### config.mk
export PLATFORM = sky130hd
export DESIGN_NAME = software_breakpoint_table_top
export DESIGN_NICKNAME = d
export VERILOG_FILES = /design/src/swbp_pkg.sv /design/src/swbp_ctrl.sv /design/src/swbp_dpath.sv /design/src/software_breakpoint_table_top.sv
export SDC_FILE = /design/constraint.sdc
export NUM_CORES = 1
export LEC_CHECK = 0
export BUFFER_PORTS_ARGS = -buffer_cell sky130_fd_sc_hd__buf_2
export CAP_MARGIN = 20
export CORE_MARGIN = 2
export CORE_UTILIZATION = 35
export CTS_CLUSTER_SIZE = 10
export DETAILED_ROUTE_END_ITERATION = 10
export PLACE_DENSITY_LB_ADDON = 0.25
export SYNTH_ARGS = -nofsm -noshare
export SYNTH_HDL_FRONTEND = slang
export SYNTH_SLANG_ARGS = --single-unit
### constraint.sdc
create_clock -name clk_i -period 5.77 [get_ports clk_i]
set_clock_uncertainty 0.05 [all_clocks]
set_input_delay 0.2885 -clock clk_i [delete_from_list [all_inputs] [get_ports clk_i]]
set_output_delay 0.2885 -clock clk_i [all_outputs]
set_load 0.05 [all_outputs]
### src/swbp_pkg.sv
`default_nettype none

package swbp_pkg;

  typedef enum logic [1:0] {
    ACT_INSERT = 2'd0,
    ACT_REMOVE = 2'd1,
    ACT_STEP   = 2'd2,
    ACT_TRAP   = 2'd3
  } action_e;

  // Only software breakpoints are handled.
  localparam logic [2:0]  BP_TYPE_SW      = 3'd0;
  localparam logic [7:0]  TRAP_OPCODE_HI  = 8'hC3;
  localparam logic [7:0]  TRAP_NUMBER_RST = 8'h20;
  localparam logic [31:0] PC_REWIND       = 32'h0000_0002;

  typedef struct packed {
    logic load;     // latch the input beat and restart the table walk
    logic scan_en;  // read one table entry
    logic fin;      // decide, update the table and load the first result
    logic load2;    // load the step slot restore as the second result
  } ctrl_cmd_t;

  typedef struct packed {
    logic scan_last;
    logic two;
  } ctrl_sts_t;

endpackage

`default_nettype wire

### src/swbp_ctrl.sv
`default_nettype none

module swbp_ctrl (
  input  wire logic              clk_i,
  input  wire logic              rst_ni,
  input  wire logic              in_valid_i,
  output logic                   in_ready_o,
  output logic                   out_valid_o,
  input  wire logic              out_ready_i,
  input  wire swbp_pkg::ctrl_sts_t sts_i,
  output swbp_pkg::ctrl_cmd_t    cmd_o
);

  localparam logic [2:0] S_IDLE  = 3'd0;
  localparam logic [2:0] S_SCAN  = 3'd1;
  localparam logic [2:0] S_DRAIN = 3'd2;
  localparam logic [2:0] S_FIN   = 3'd3;
  localparam logic [2:0] S_OUT1  = 3'd4;
  localparam logic [2:0] S_OUT2  = 3'd5;

  logic [2:0] state_q, state_d;

  always_comb begin
    state_d     = state_q;
    cmd_o       = '0;
    in_ready_o  = 1'b0;
    out_valid_o = 1'b0;
    unique case (state_q)
      S_IDLE: begin
        in_ready_o = 1'b1;
        if (in_valid_i) begin
          cmd_o.load = 1'b1;
          state_d    = S_SCAN;
        end
      end
      S_SCAN: begin
        cmd_o.scan_en = 1'b1;
        if (sts_i.scan_last) begin
          state_d = S_DRAIN;
        end
      end
      // The compare of the last entry read lands here.
      S_DRAIN: begin
        state_d = S_FIN;
      end
      S_FIN: begin
        cmd_o.fin = 1'b1;
        state_d   = S_OUT1;
      end
      S_OUT1: begin
        out_valid_o = 1'b1;
        if (out_ready_i) begin
          if (sts_i.two) begin
            cmd_o.load2 = 1'b1;
            state_d     = S_OUT2;
          end else begin
            state_d = S_IDLE;
          end
        end
      end
      S_OUT2: begin
        out_valid_o = 1'b1;
        if (out_ready_i) begin
          state_d = S_IDLE;
        end
      end
      default: begin
        state_d = S_IDLE;
      end
    endcase
  end

  always_ff @(posedge clk_i or negedge rst_ni) begin
    if (!rst_ni) begin
      state_q <= S_IDLE;
    end else begin
      state_q <= state_d;
    end
  end

endmodule

`default_nettype wire

### src/swbp_dpath.sv
`default_nettype none

module swbp_dpath #(
  parameter int unsigned TABLE_DEPTH = 16
) (
  input  wire logic                clk_i,
  input  wire logic                rst_ni,
  input  wire swbp_pkg::ctrl_cmd_t cmd_i,
  output swbp_pkg::ctrl_sts_t      sts_o,
  input  wire logic [15:0]         trap_word_i,
  input  wire logic [1:0]          action_i,
  input  wire logic [2:0]          bp_type_i,
  input  wire logic [31:0]         addr_i,
  input  wire logic [15:0]         mem_word_i,
  output logic                     status_o,
  output logic                     write_enable_o,
  output logic [31:0]              mem_addr_o,
  output logic [15:0]              mem_data_o,
  output logic [31:0]              resume_pc_o,
  output logic                     last_o
);

  localparam int unsigned IdxW = (TABLE_DEPTH > 1) ? $clog2(TABLE_DEPTH) : 1;
  localparam logic [IdxW-1:0] LastIdx = IdxW'(TABLE_DEPTH - 1);

  // Latched input beat. key_q is the address looked up in the table.
  swbp_pkg::action_e act_q;
  logic [2:0]        type_q;
  logic [31:0]       addr_q;
  logic [31:0]       key_q;
  logic [15:0]       word_q;

  // Breakpoint table.
  logic [TABLE_DEPTH-1:0] valid_q;
  logic [31:0]            tbl_addr_q [TABLE_DEPTH];
  logic [15:0]            tbl_word_q [TABLE_DEPTH];

  // Table walk.
  logic [IdxW-1:0] cnt_q;
  logic            cmp_go_q;
  logic [IdxW-1:0] cmp_idx_q;
  logic [31:0]     rd_addr_q;
  logic [15:0]     rd_word_q;
  logic            hit_q;
  logic [IdxW-1:0] hit_idx_q;
  logic [15:0]     hit_word_q;
  logic            free_q;
  logic [IdxW-1:0] free_idx_q;
  logic            any_q;

  // Single-step slot.
  logic        stepping_q;
  logic [31:0] step_addr_q;
  logic [15:0] step_word_q;

  logic two_q;

  // Decision.
  logic        addr_zero, type_bad, armed;
  logic        res_st, res_we, res_last;
  logic [31:0] res_maddr, res_pc;
  logic [15:0] res_mdata;
  logic        ins_ok, rem_ok, step_set, step_clr, two;

  assign sts_o.scan_last = (cnt_q == LastIdx);
  assign sts_o.two       = two_q;

  always_ff @(posedge clk_i) begin
    if (cmd_i.load) begin
      act_q  <= swbp_pkg::action_e'(action_i);
      type_q <= bp_type_i;
      addr_q <= addr_i;
      word_q <= mem_word_i;
      if (swbp_pkg::action_e'(action_i) == swbp_pkg::ACT_TRAP) begin
        key_q <= addr_i - swbp_pkg::PC_REWIND;
      end else begin
        key_q <= addr_i;
      end
    end
  end

  always_ff @(posedge clk_i) begin
    if (cmd_i.fin && ins_ok) begin
      tbl_addr_q[free_idx_q] <= addr_q;
      tbl_word_q[free_idx_q] <= word_q;
    end
    if (cmd_i.scan_en) begin
      rd_addr_q <= tbl_addr_q[cnt_q];
      rd_word_q <= tbl_word_q[cnt_q];
    end
  end

  // The read of entry n is compared in the next cycle; the first match wins.
  always_ff @(posedge clk_i or negedge rst_ni) begin
    if (!rst_ni) begin
      cnt_q      <= '0;
      cmp_go_q   <= 1'b0;
      cmp_idx_q  <= '0;
      hit_q      <= 1'b0;
      hit_idx_q  <= '0;
      hit_word_q <= '0;
      free_q     <= 1'b0;
      free_idx_q <= '0;
      any_q      <= 1'b0;
    end else if (cmd_i.load) begin
      cnt_q    <= '0;
      cmp_go_q <= 1'b0;
      hit_q    <= 1'b0;
      free_q   <= 1'b0;
      any_q    <= 1'b0;
    end else begin
      cmp_go_q  <= cmd_i.scan_en;
      cmp_idx_q <= cnt_q;
      if (cmd_i.scan_en) begin
        cnt_q <= cnt_q + 1'b1;
        any_q <= any_q | valid_q[cnt_q];
        if (!free_q && !valid_q[cnt_q]) begin
          free_q     <= 1'b1;
          free_idx_q <= cnt_q;
        end
      end
      if (cmp_go_q && !hit_q && valid_q[cmp_idx_q] && (rd_addr_q == key_q)) begin
        hit_q      <= 1'b1;
        hit_idx_q  <= cmp_idx_q;
        hit_word_q <= rd_word_q;
      end
    end
  end

  always_comb begin
    addr_zero = (addr_q == 32'd0);
    type_bad  = (type_q != swbp_pkg::BP_TYPE_SW);
    armed     = stepping_q | any_q;
    res_st    = 1'b0;
    res_we    = 1'b0;
    res_maddr = '0;
    res_mdata = '0;
    res_pc    = addr_q;
    res_last  = 1'b1;
    ins_ok    = 1'b0;
    rem_ok    = 1'b0;
    step_set  = 1'b0;
    step_clr  = 1'b0;
    two       = 1'b0;
    unique case (act_q)
      swbp_pkg::ACT_INSERT: begin
        if (addr_zero || type_bad) begin
          res_st = 1'b1;
        end else if (hit_q) begin
          res_st = 1'b0;
        end else if (!free_q) begin
          res_st = 1'b1;
        end else begin
          ins_ok    = 1'b1;
          res_we    = 1'b1;
          res_maddr = addr_q;
          res_mdata = trap_word_i;
        end
      end
      swbp_pkg::ACT_REMOVE: begin
        if (addr_zero || type_bad || !hit_q) begin
          res_st = 1'b1;
        end else begin
          rem_ok    = 1'b1;
          res_we    = 1'b1;
          res_maddr = addr_q;
          res_mdata = hit_word_q;
        end
      end
      swbp_pkg::ACT_STEP: begin
        if (addr_zero) begin
          res_st = 1'b1;
        end else begin
          step_set  = 1'b1;
          res_we    = 1'b1;
          res_maddr = addr_q;
          res_mdata = trap_word_i;
        end
      end
      swbp_pkg::ACT_TRAP: begin
        if (armed) begin
          res_pc = key_q;
          if (hit_q) begin
            res_we    = 1'b1;
            res_maddr = key_q;
            res_mdata = hit_word_q;
            res_last  = !stepping_q;
            two       = stepping_q;
          end else if (stepping_q) begin
            res_we    = 1'b1;
            res_maddr = step_addr_q;
            res_mdata = step_word_q;
            step_clr  = 1'b1;
          end
        end
      end
      default: begin
        res_st = 1'b1;
      end
    endcase
  end

  always_ff @(posedge clk_i or negedge rst_ni) begin
    if (!rst_ni) begin
      valid_q     <= '0;
      stepping_q  <= 1'b0;
      step_addr_q <= '0;
      step_word_q <= '0;
      two_q       <= 1'b0;
    end else begin
      if (cmd_i.fin) begin
        two_q <= two;
        if (ins_ok) begin
          valid_q[free_idx_q] <= 1'b1;
        end
        if (rem_ok) begin
          valid_q[hit_idx_q] <= 1'b0;
        end
        if (step_set) begin
          stepping_q  <= 1'b1;
          step_addr_q <= addr_q;
          step_word_q <= word_q;
        end
      end
      if ((cmd_i.fin && step_clr) || cmd_i.load2) begin
        stepping_q  <= 1'b0;
        step_addr_q <= '0;
        step_word_q <= '0;
      end
    end
  end

  always_ff @(posedge clk_i) begin
    if (cmd_i.fin) begin
      status_o       <= res_st;
      write_enable_o <= res_we;
      mem_addr_o     <= res_maddr;
      mem_data_o     <= res_mdata;
      resume_pc_o    <= res_pc;
      last_o         <= res_last;
    end else if (cmd_i.load2) begin
      status_o       <= 1'b0;
      write_enable_o <= 1'b1;
      mem_addr_o     <= step_addr_q;
      mem_data_o     <= step_word_q;
      last_o         <= 1'b1;
    end
  end

endmodule

`default_nettype wire

### src/software_breakpoint_table_top.sv
// Software breakpoint table with one single-step slot.
// Input channel (in_valid_i/in_ready_o) takes one action per beat: insert,
// remove, arm step or trap entry, with the type, address and current memory
// word. Output channel (out_valid_o/out_ready_i) returns one or two result
// beats per action: status, a program-memory write and the resume PC; last_o
// marks the final beat of an action.
// Configuration channel (cfg_valid_i/cfg_ready_o) writes the trap number; it
// is always ready and should only be written while the block is idle.
// Each action walks the whole table, one entry read per cycle from the
// address and word memories; after a drain state the decision state loads
// the first result into the output register. One action is in flight at a
// time: the next input beat is taken in the cycle after the last result beat
// leaves. A stalled receiver holds the result in the output register and the
// block waits. Reset empties the table, disarms the step slot and sets the
// trap number to 32.
`default_nettype none

module software_breakpoint_table_top #(
  parameter int unsigned TABLE_DEPTH = 16
) (
  input  wire logic        clk_i,
  input  wire logic        rst_ni,
  input  wire logic        cfg_valid_i,
  output logic             cfg_ready_o,
  input  wire logic [7:0]  cfg_data_i,
  input  wire logic        in_valid_i,
  output logic             in_ready_o,
  input  wire logic [1:0]  action_i,
  input  wire logic [2:0]  bp_type_i,
  input  wire logic [31:0] addr_i,
  input  wire logic [15:0] mem_word_i,
  output logic             out_valid_o,
  input  wire logic        out_ready_i,
  output logic             status_o,
  output logic             write_enable_o,
  output logic [31:0]      mem_addr_o,
  output logic [15:0]      mem_data_o,
  output logic [31:0]      resume_pc_o,
  output logic             last_o
);

  logic [7:0]          trap_num_q;
  swbp_pkg::ctrl_cmd_t cmd;
  swbp_pkg::ctrl_sts_t sts;

  assign cfg_ready_o = 1'b1;

  always_ff @(posedge clk_i or negedge rst_ni) begin
    if (!rst_ni) begin
      trap_num_q <= swbp_pkg::TRAP_NUMBER_RST;
    end else if (cfg_valid_i) begin
      trap_num_q <= cfg_data_i;
    end
  end

  swbp_ctrl u_ctrl (
    .clk_i       (clk_i),
    .rst_ni      (rst_ni),
    .in_valid_i  (in_valid_i),
    .in_ready_o  (in_ready_o),
    .out_valid_o (out_valid_o),
    .out_ready_i (out_ready_i),
    .sts_i       (sts),
    .cmd_o       (cmd)
  );

  swbp_dpath #(
    .TABLE_DEPTH (TABLE_DEPTH)
  ) u_dpath (
    .clk_i          (clk_i),
    .rst_ni         (rst_ni),
    .cmd_i          (cmd),
    .sts_o          (sts),
    .trap_word_i    ({swbp_pkg::TRAP_OPCODE_HI, trap_num_q}),
    .action_i       (action_i),
    .bp_type_i      (bp_type_i),
    .addr_i         (addr_i),
    .mem_word_i     (mem_word_i),
    .status_o       (status_o),
    .write_enable_o (write_enable_o),
    .mem_addr_o     (mem_addr_o),
    .mem_data_o     (mem_data_o),
    .resume_pc_o    (resume_pc_o),
    .last_o         (last_o)
  );

endmodule

`default_nettype wire

---- After elaboration in Yosys (flattened, before gate mapping) ----
Memories as Yosys holds them, arrays and structs flattened. A register that Yosys moved wholly into a read port is not among the register bits.
Cells that the tools add are included.
storage, ports and cells
  bits in registers ....................... 281
  memory bits (read-only) ................. 0
  memories kept ........................... 2
  word-level logic and storage cells ...... 193
  memory bits (writable) .................. 768
  bits in latches ......................... 0
operators by class
  order comparisons ....................... 6
  div/mod/pow operators ................... 0
  add/subtract/negate cells ............... 2
  multipliers ............................. 0
  muxes and demuxes ....................... 104
  reduce and logical (&&, ||, !) cells .... 31
  equality and inequality tests ........... 15
  bitwise logic cells ..................... 6
  shifts and indexed selects .............. 0
memory list
  name                words  width  read ports  clocked after Yosys merged registers in  write ports  RTL line          source
  u_dpath.tbl_addr_q  16     32     1           1                                        1            swbp_dpath.sv:35  logic [31:0] tbl_addr_q [TABLE_DEPTH];
  u_dpath.tbl_word_q  16     16     1           1                                        1            swbp_dpath.sv:36  logic [15:0] tbl_word_q [TABLE_DEPTH];
operators with widths
  kind                                                               number
  two-way mux 32 bit                                                 16
  two-way mux 16 bit                                                 16
  one-hot mux 32 bit (4 select lines)                                1
  one-hot mux 16 bit (4 select lines)                                1
  two-way mux 1 bit                                                  56
  == test 32 bit                                                     1
  zero test 32 bit                                                   1
  subtractor 32 x 2 -> 32 bit, second input constant                 1
  less-than comparator 4 x 5 -> 1 bit, second input constant         4
  one-hot mux 3 bit (6 select lines)                                 1
  AND 16 bit                                                         1
  NOT 16 bit                                                         1
  bitwise OR 16 bit                                                  1
  two-way mux 3 bit                                                  5
  nonzero test 2 bit                                                 6
  binary-select mux 1 bit (select 4 bit)                             2
  demux 1 bit (select 4 bit)                                         2
  greater-or-equal comparator 4 x 1 -> 1 bit, second input constant  2
  logical AND 1 bit                                                  8
  two-way mux 4 bit                                                  2
  inequality test 2 bit, second input constant                       4
  == test 2 bit, second input constant                               3
  == test 3 x 2 -> 1 bit, second input constant                      2
  == test 3 bit, second input constant                               2
  other kinds (17)                                                   25

---- Longest topological paths before layout ----
  word-level depth ........................ 9
  mapped depth ............................ 9
  depth with buffers taken out ............ 7

---- Hierarchy ----
From an unflattened synthesis, not the netlist that was laid out.
second synthesis, totals
  cell total of the unflattened synthesis .. 1942
  area, all modules ....................... 42234.3 um^2
by module, submodules not included
  module                         area each (um^2)  cells each  instances
  swbp_dpath                     41688.7           1901        1
  software_breakpoint_table_top  347.8             20          1
  swbp_ctrl                      197.7             21          1

---- Least setup slack after synthesis ----
OpenSTA, ideal clock, no wires.
  path kind ............................... reg2reg
  start point ............................. reg u_ctrl.state_q[0]
  end point ............................... mem u_dpath.tbl_addr_q[10][0], enable pin
  period minus slack after synthesis ...... 5.657 ns
  arrival ................................. 5.094 ns
  path buffers ............................ 2
  library setup time ...................... 0.513 ns
  stages on the path, launching flop included .. 8
  path slack .............................. 0.113 ns
  cell sequence ........................... dfrtp_1 buf_2 nand3b_1 clkinv_1 nand3_1 nand2b_1 clkbuf_1 nor3_1
between the ends
  longest elaborated chain between the ends .. 5
RTL lines
  item                                     RTL line          source
  start: declaration                       swbp_ctrl.sv:21   logic [2:0] state_q, state_d;
  start signal: assignment                 swbp_ctrl.sv:77   state_q <= state_d;
  == test 3 x 2 -> 1 bit                   swbp_ctrl.sv:28   unique case (state_q)
  two-way mux 1 bit                        swbp_ctrl.sv:28
  logical AND 1 bit                        swbp_dpath.sv:83  if (cmd_i.fin && ins_ok) begin
  two-way mux 1 bit                        swbp_dpath.sv:83
  two-way mux 1 bit (implied by the code)  swbp_dpath.sv:84  tbl_addr_q[free_idx_q] <= addr_q;
  end: declaration                         swbp_dpath.sv:35
Every way passes these cells.

---- Worst setup path after layout ----
  start point ............................. reg u_dpath.addr_q[8]
  end point ............................... reg u_dpath.step_addr_q[29]
between the ends
  longest elaborated chain between the ends .. 5
RTL lines
  item                                  RTL line           source
  start: declaration                    swbp_dpath.sv:29   logic [31:0] addr_q;
  start signal: assignment              swbp_dpath.sv:72   addr_q <= addr_i;
  zero test 32 bit                      swbp_dpath.sv:131  addr_zero = (addr_q == 32'd0);
  two-way mux 1 bit                     swbp_dpath.sv:171  if (addr_zero) begin
  two-way mux 1 bit                     swbp_dpath.sv:145  unique case (act_q)
  nonzero test 2 bit (no source line)   --
  AND reduction 2 bit (no source line)  --
  end signal: assignment                swbp_dpath.sv:221  step_addr_q <= addr_q;
  end: declaration                      swbp_dpath.sv:53   logic [31:0] step_addr_q;
Every way passes these cells.
A chain may end at the register's enable or synchronous reset.

==> run summary <==
CTS Buf Count: 121
Most used DFF post-synth: edfxtp_1
Clock Power Share: 31.8%
fraction of registers with async set/reset: 10.3%
YS warnings: 0
Pint: 15.8 mW
Inst Count DP: 3,680
fin nets: 2,332
Psw: 6.11 mW
die area: 0.124 mm^2
Final min period: 4210 ps
max-cap violations: 0
total iterations of the first detailed-routing run: 5
drt total wl: 116,000 um
Post-Syn Instances: 1,960
FMAX: 238 MHz
synthesis-to-finish area growth: 17.2%
vias per cell: 5.46
Tightest Hold Check Type: input pin to asynchronous set/reset pin
Die X-Extent: 352 um
layout cell share with drive strength beyond 1: 29.2%
relative slew slack: 27.4%
core area: 0.120 mm^2
DIE HEIGHT: 352 um
RSZ-0062 raised after global routing: false
Final Instance Count excl. Fillers: 3,974
WS Path Type: flip-flop to flip-flop
register share of total power: 46.7%
main area contributors after synthesis: edfxtp_1 (70%), mux4_2 (13%), dfrtp_1 (6.6%)
biggest area consumer among synthesized cells: edfxtp_1
post-CTS sizing: 0
Comb power frac: 21.5%
total area of sequential cells: 0.0324 mm^2
CTS H-Tree Depth: 3
syn nets: 2,028
CTS tree: built
Crit. End Element: flip-flop
DRC Markers: 0
Worst-Margin Slew: 1090 ps
Post-CTS Setup Repair Bufs: 0
Synth Cell Area: 0.0424 mm^2
Final period util: 73.0%
FF+latch count, synth: 1,096
EDFF count, synth: 983
drt initial violations: 2,401
hold_ws: 159 ps
number of diodes: 0
Sw Ratio: 27.9%
I/O Buffers: 150
CP Launch Type: flip-flop
Final GP Congestion: 0.820
starting density of the core: 35.3%
post-DP HPWL: 66,000 um
Avg Inst Size Synth: 21.6 um^2
Tot GR Track Use: 18.6%
Final Hold Vio Count: 0
area occupied by multi-input gates: 0.00968 mm^2
Clk pin slew, worst setup/hold paths: 60 ps
CTS max path bufs: 3
Seq/Total Area, Yosys: 76.3%
final number of setup-violating endpoints: 0
max-slew violations: 0
outcome: completed
initial antenna violation count: 5
CP arrival: 4800 ps
Yosys top cell area share: 69.6%
vias in the first global route: 22,400
Cell Pwr Density: 442 mW/mm^2
P_leak: 16.7 nW
vias post-DR: 21,700
Clock Latency Late Sink: 720 ps
detailed-route wire length per cell: 29.2 um
worst path required time: 6360 ps
IO Count: 152
synth unique cells: 61
Worst VDD drop: 417 uV
row count: 127
first-pass GRT wire length: 165,000 um
Antenna Nets Post-Route: 0
pin count of the biggest net entering global routing: 98
Clock Sinks: 1,096
setup TNS: 0 ps
grt total ovfl: 0
worst-path fanout max: 33
Root Buffer: clkbuf_16
Fillers: 10,500
==> final cells by class <==
| cell class | count | share of cell area, % |
|---|---|---|
| multi-input combinational | 753 | 19.5 |
| clock buffer | 211 | 6.86 |
| clock inverter | 10 | 0.285 |
| inverter | 11 | 0.0831 |
| timing repair buffer | 281 | 4.07 |
| sequential | 1096 | 65.2 |
| tap | 1612 | 4.06 |
==> flip-flops by register name, indices dropped and copies added (netlist names), 2 cells and up <==
signal and cells:
u_dpath.step_word_q 16, u_dpath.hit_word_q 16, u_dpath.addr_q 31, u_dpath.rd_word_q 16
u_dpath.mem_data_o 16, trap_num_q 8, u_dpath.tbl_addr_q 512, u_dpath.resume_pc_o 32
u_dpath.valid_q 16, u_dpath.rd_addr_q 32, u_dpath.act_q 2, u_dpath.hit_idx_q 4
u_dpath.free_idx_q 4, u_dpath.type_q 3, u_dpath.cmp_idx_q 4, u_ctrl.state_q 3
u_dpath.key_q 32, u_dpath.cnt_q 4, u_dpath.mem_addr_o 32, u_dpath.word_q 16
u_dpath.step_addr_q 32, u_dpath.tbl_word_q 256
==> worst max-delay path: stages, from the launching register on <==
cell and delay [ps]:
edfxtp_1 640, nor4_1 970, nand4_1 320, o21ai_1 630, a31o_2 620, buf_4 620
a22o_1 260
==> logic make-up (layout without fill, tap and decap cells) <==
family	Yosys count	count (layout)	share of synthesized area, %
AOI/OAI and AO/OA	204	204	3.81
xor gates and xnor gates	63	63	1.30
adders and majority gates	2	2	0.0590
buffers and inverters	111	513	1.09
DFF	1096	1096	76.3
muxes	322	322	15.2
other	1	1	0.00885
and+or+nand+nor	161	161	2.19
==> power groups by stage <==
| stage | Sequential [mW] | Combinational (mW) | Clock (mW) |
|---|---|---|---|
| final | 10.2 | 4.71 | 6.98 |
| after global routing | 10.3 | 5.01 | 7.45 |
| after CTS | 10.2 | 4.79 | 7.13 |
| after detailed placement | 10.4 | 4.73 | 0 |
| after global placement | 10.4 | 4.69 | 0 |
| after floorplan | 10.1 | 3.46 | 0 |
==> stage by stage <==
step	utilization (%)	instance area (um^2)	total power, mW	setup slack [ps]
floorplan	-	42400	13.6	113
global placement	37.8	45300	15.1	1640
detailed placement	37.8	45400	15.1	1540
CTS	41.4	49700	22.2	1520
global route	41.4	49700	22.8	1330
finish	41.4	49700	21.9	1560
==> what timing repair did <==
item                                   CTS  global route
hold buffers                            72             0
setup endpoints to repair                0             0
endpoints found under the hold margin  173             0
==> layer usage <==
metal | share of wire (%) | vias to the layer above | GRT usage (%) | wire length (um)
met5 | 0.0095 | - | 0 | 11
met2 | 47 | 1027 | 29.4 | 54700
met3 | 7.9 | 203 | 3.65 | 9210
li1 | - | 8838 | - | -
met1 | 42 | 11600 | 26.0 | 48900
met4 | 2.6 | 2 | 5.70 | 3060
==> layout by cell type, fill, tap and decap left out, types with 10 or more instances in the layout <==
cell and instances:
mux2_2 48, xnor2_1 18, nor4_1 21, dlygate4sd3_1 72
edfxtp_1 983, a22o_1 100, nor2_1 26, buf_4 51
mux4_2 249, clkbuf_16 121, buf_2 150, nor3_1 10
xor2_1 45, nand2_1 23, clkbuf_1 86, mux2_1 10
a31oi_1 17, dfrtp_1 108, a21o_1 36, a21oi_1 15
==> worst paths after layout <==
path / from / to / slack [ps] / depth (start not counted)
worst max-delay path: u_dpath.addr_q[8]$_DFFE_PP_ / u_dpath.step_addr_q[29]$_DFFE_PN0P_ / 1560 / 6
worst min-delay path: rst_ni / u_dpath.hit_word_q[11]$_DFFE_PN0P_ / 160 / 2
worst max register to register: u_dpath.addr_q[8]$_DFFE_PP_ / u_dpath.step_addr_q[29]$_DFFE_PN0P_ / 1560 / 6
worst min register to register: u_dpath.rd_word_q[2]$_DFFE_PP_ / u_dpath.hit_word_q[2]$_DFFE_PN0P_ / 410 / 1
max in group asynchronous: rst_ni / u_dpath.stepping_q$_DFFE_PN0P_ / 4180 / 3
min in group clk_i: mem_word_i[10] / u_dpath.word_q[10]$_DFFE_PP_ / 250 / 2
==> synthesized netlist by cell type (21+ instances only) <==
master,instances
a21o_1,36
a22o_1,100
buf_2,25
clkbuf_1,60
dfrtp_1,112
edfxtp_1,983
mux2_2,48
mux4_2,249
nand2_1,23
nor2_1,28
nor4_1,21
xor2_1,45
(Power assumes the default switching activity.)
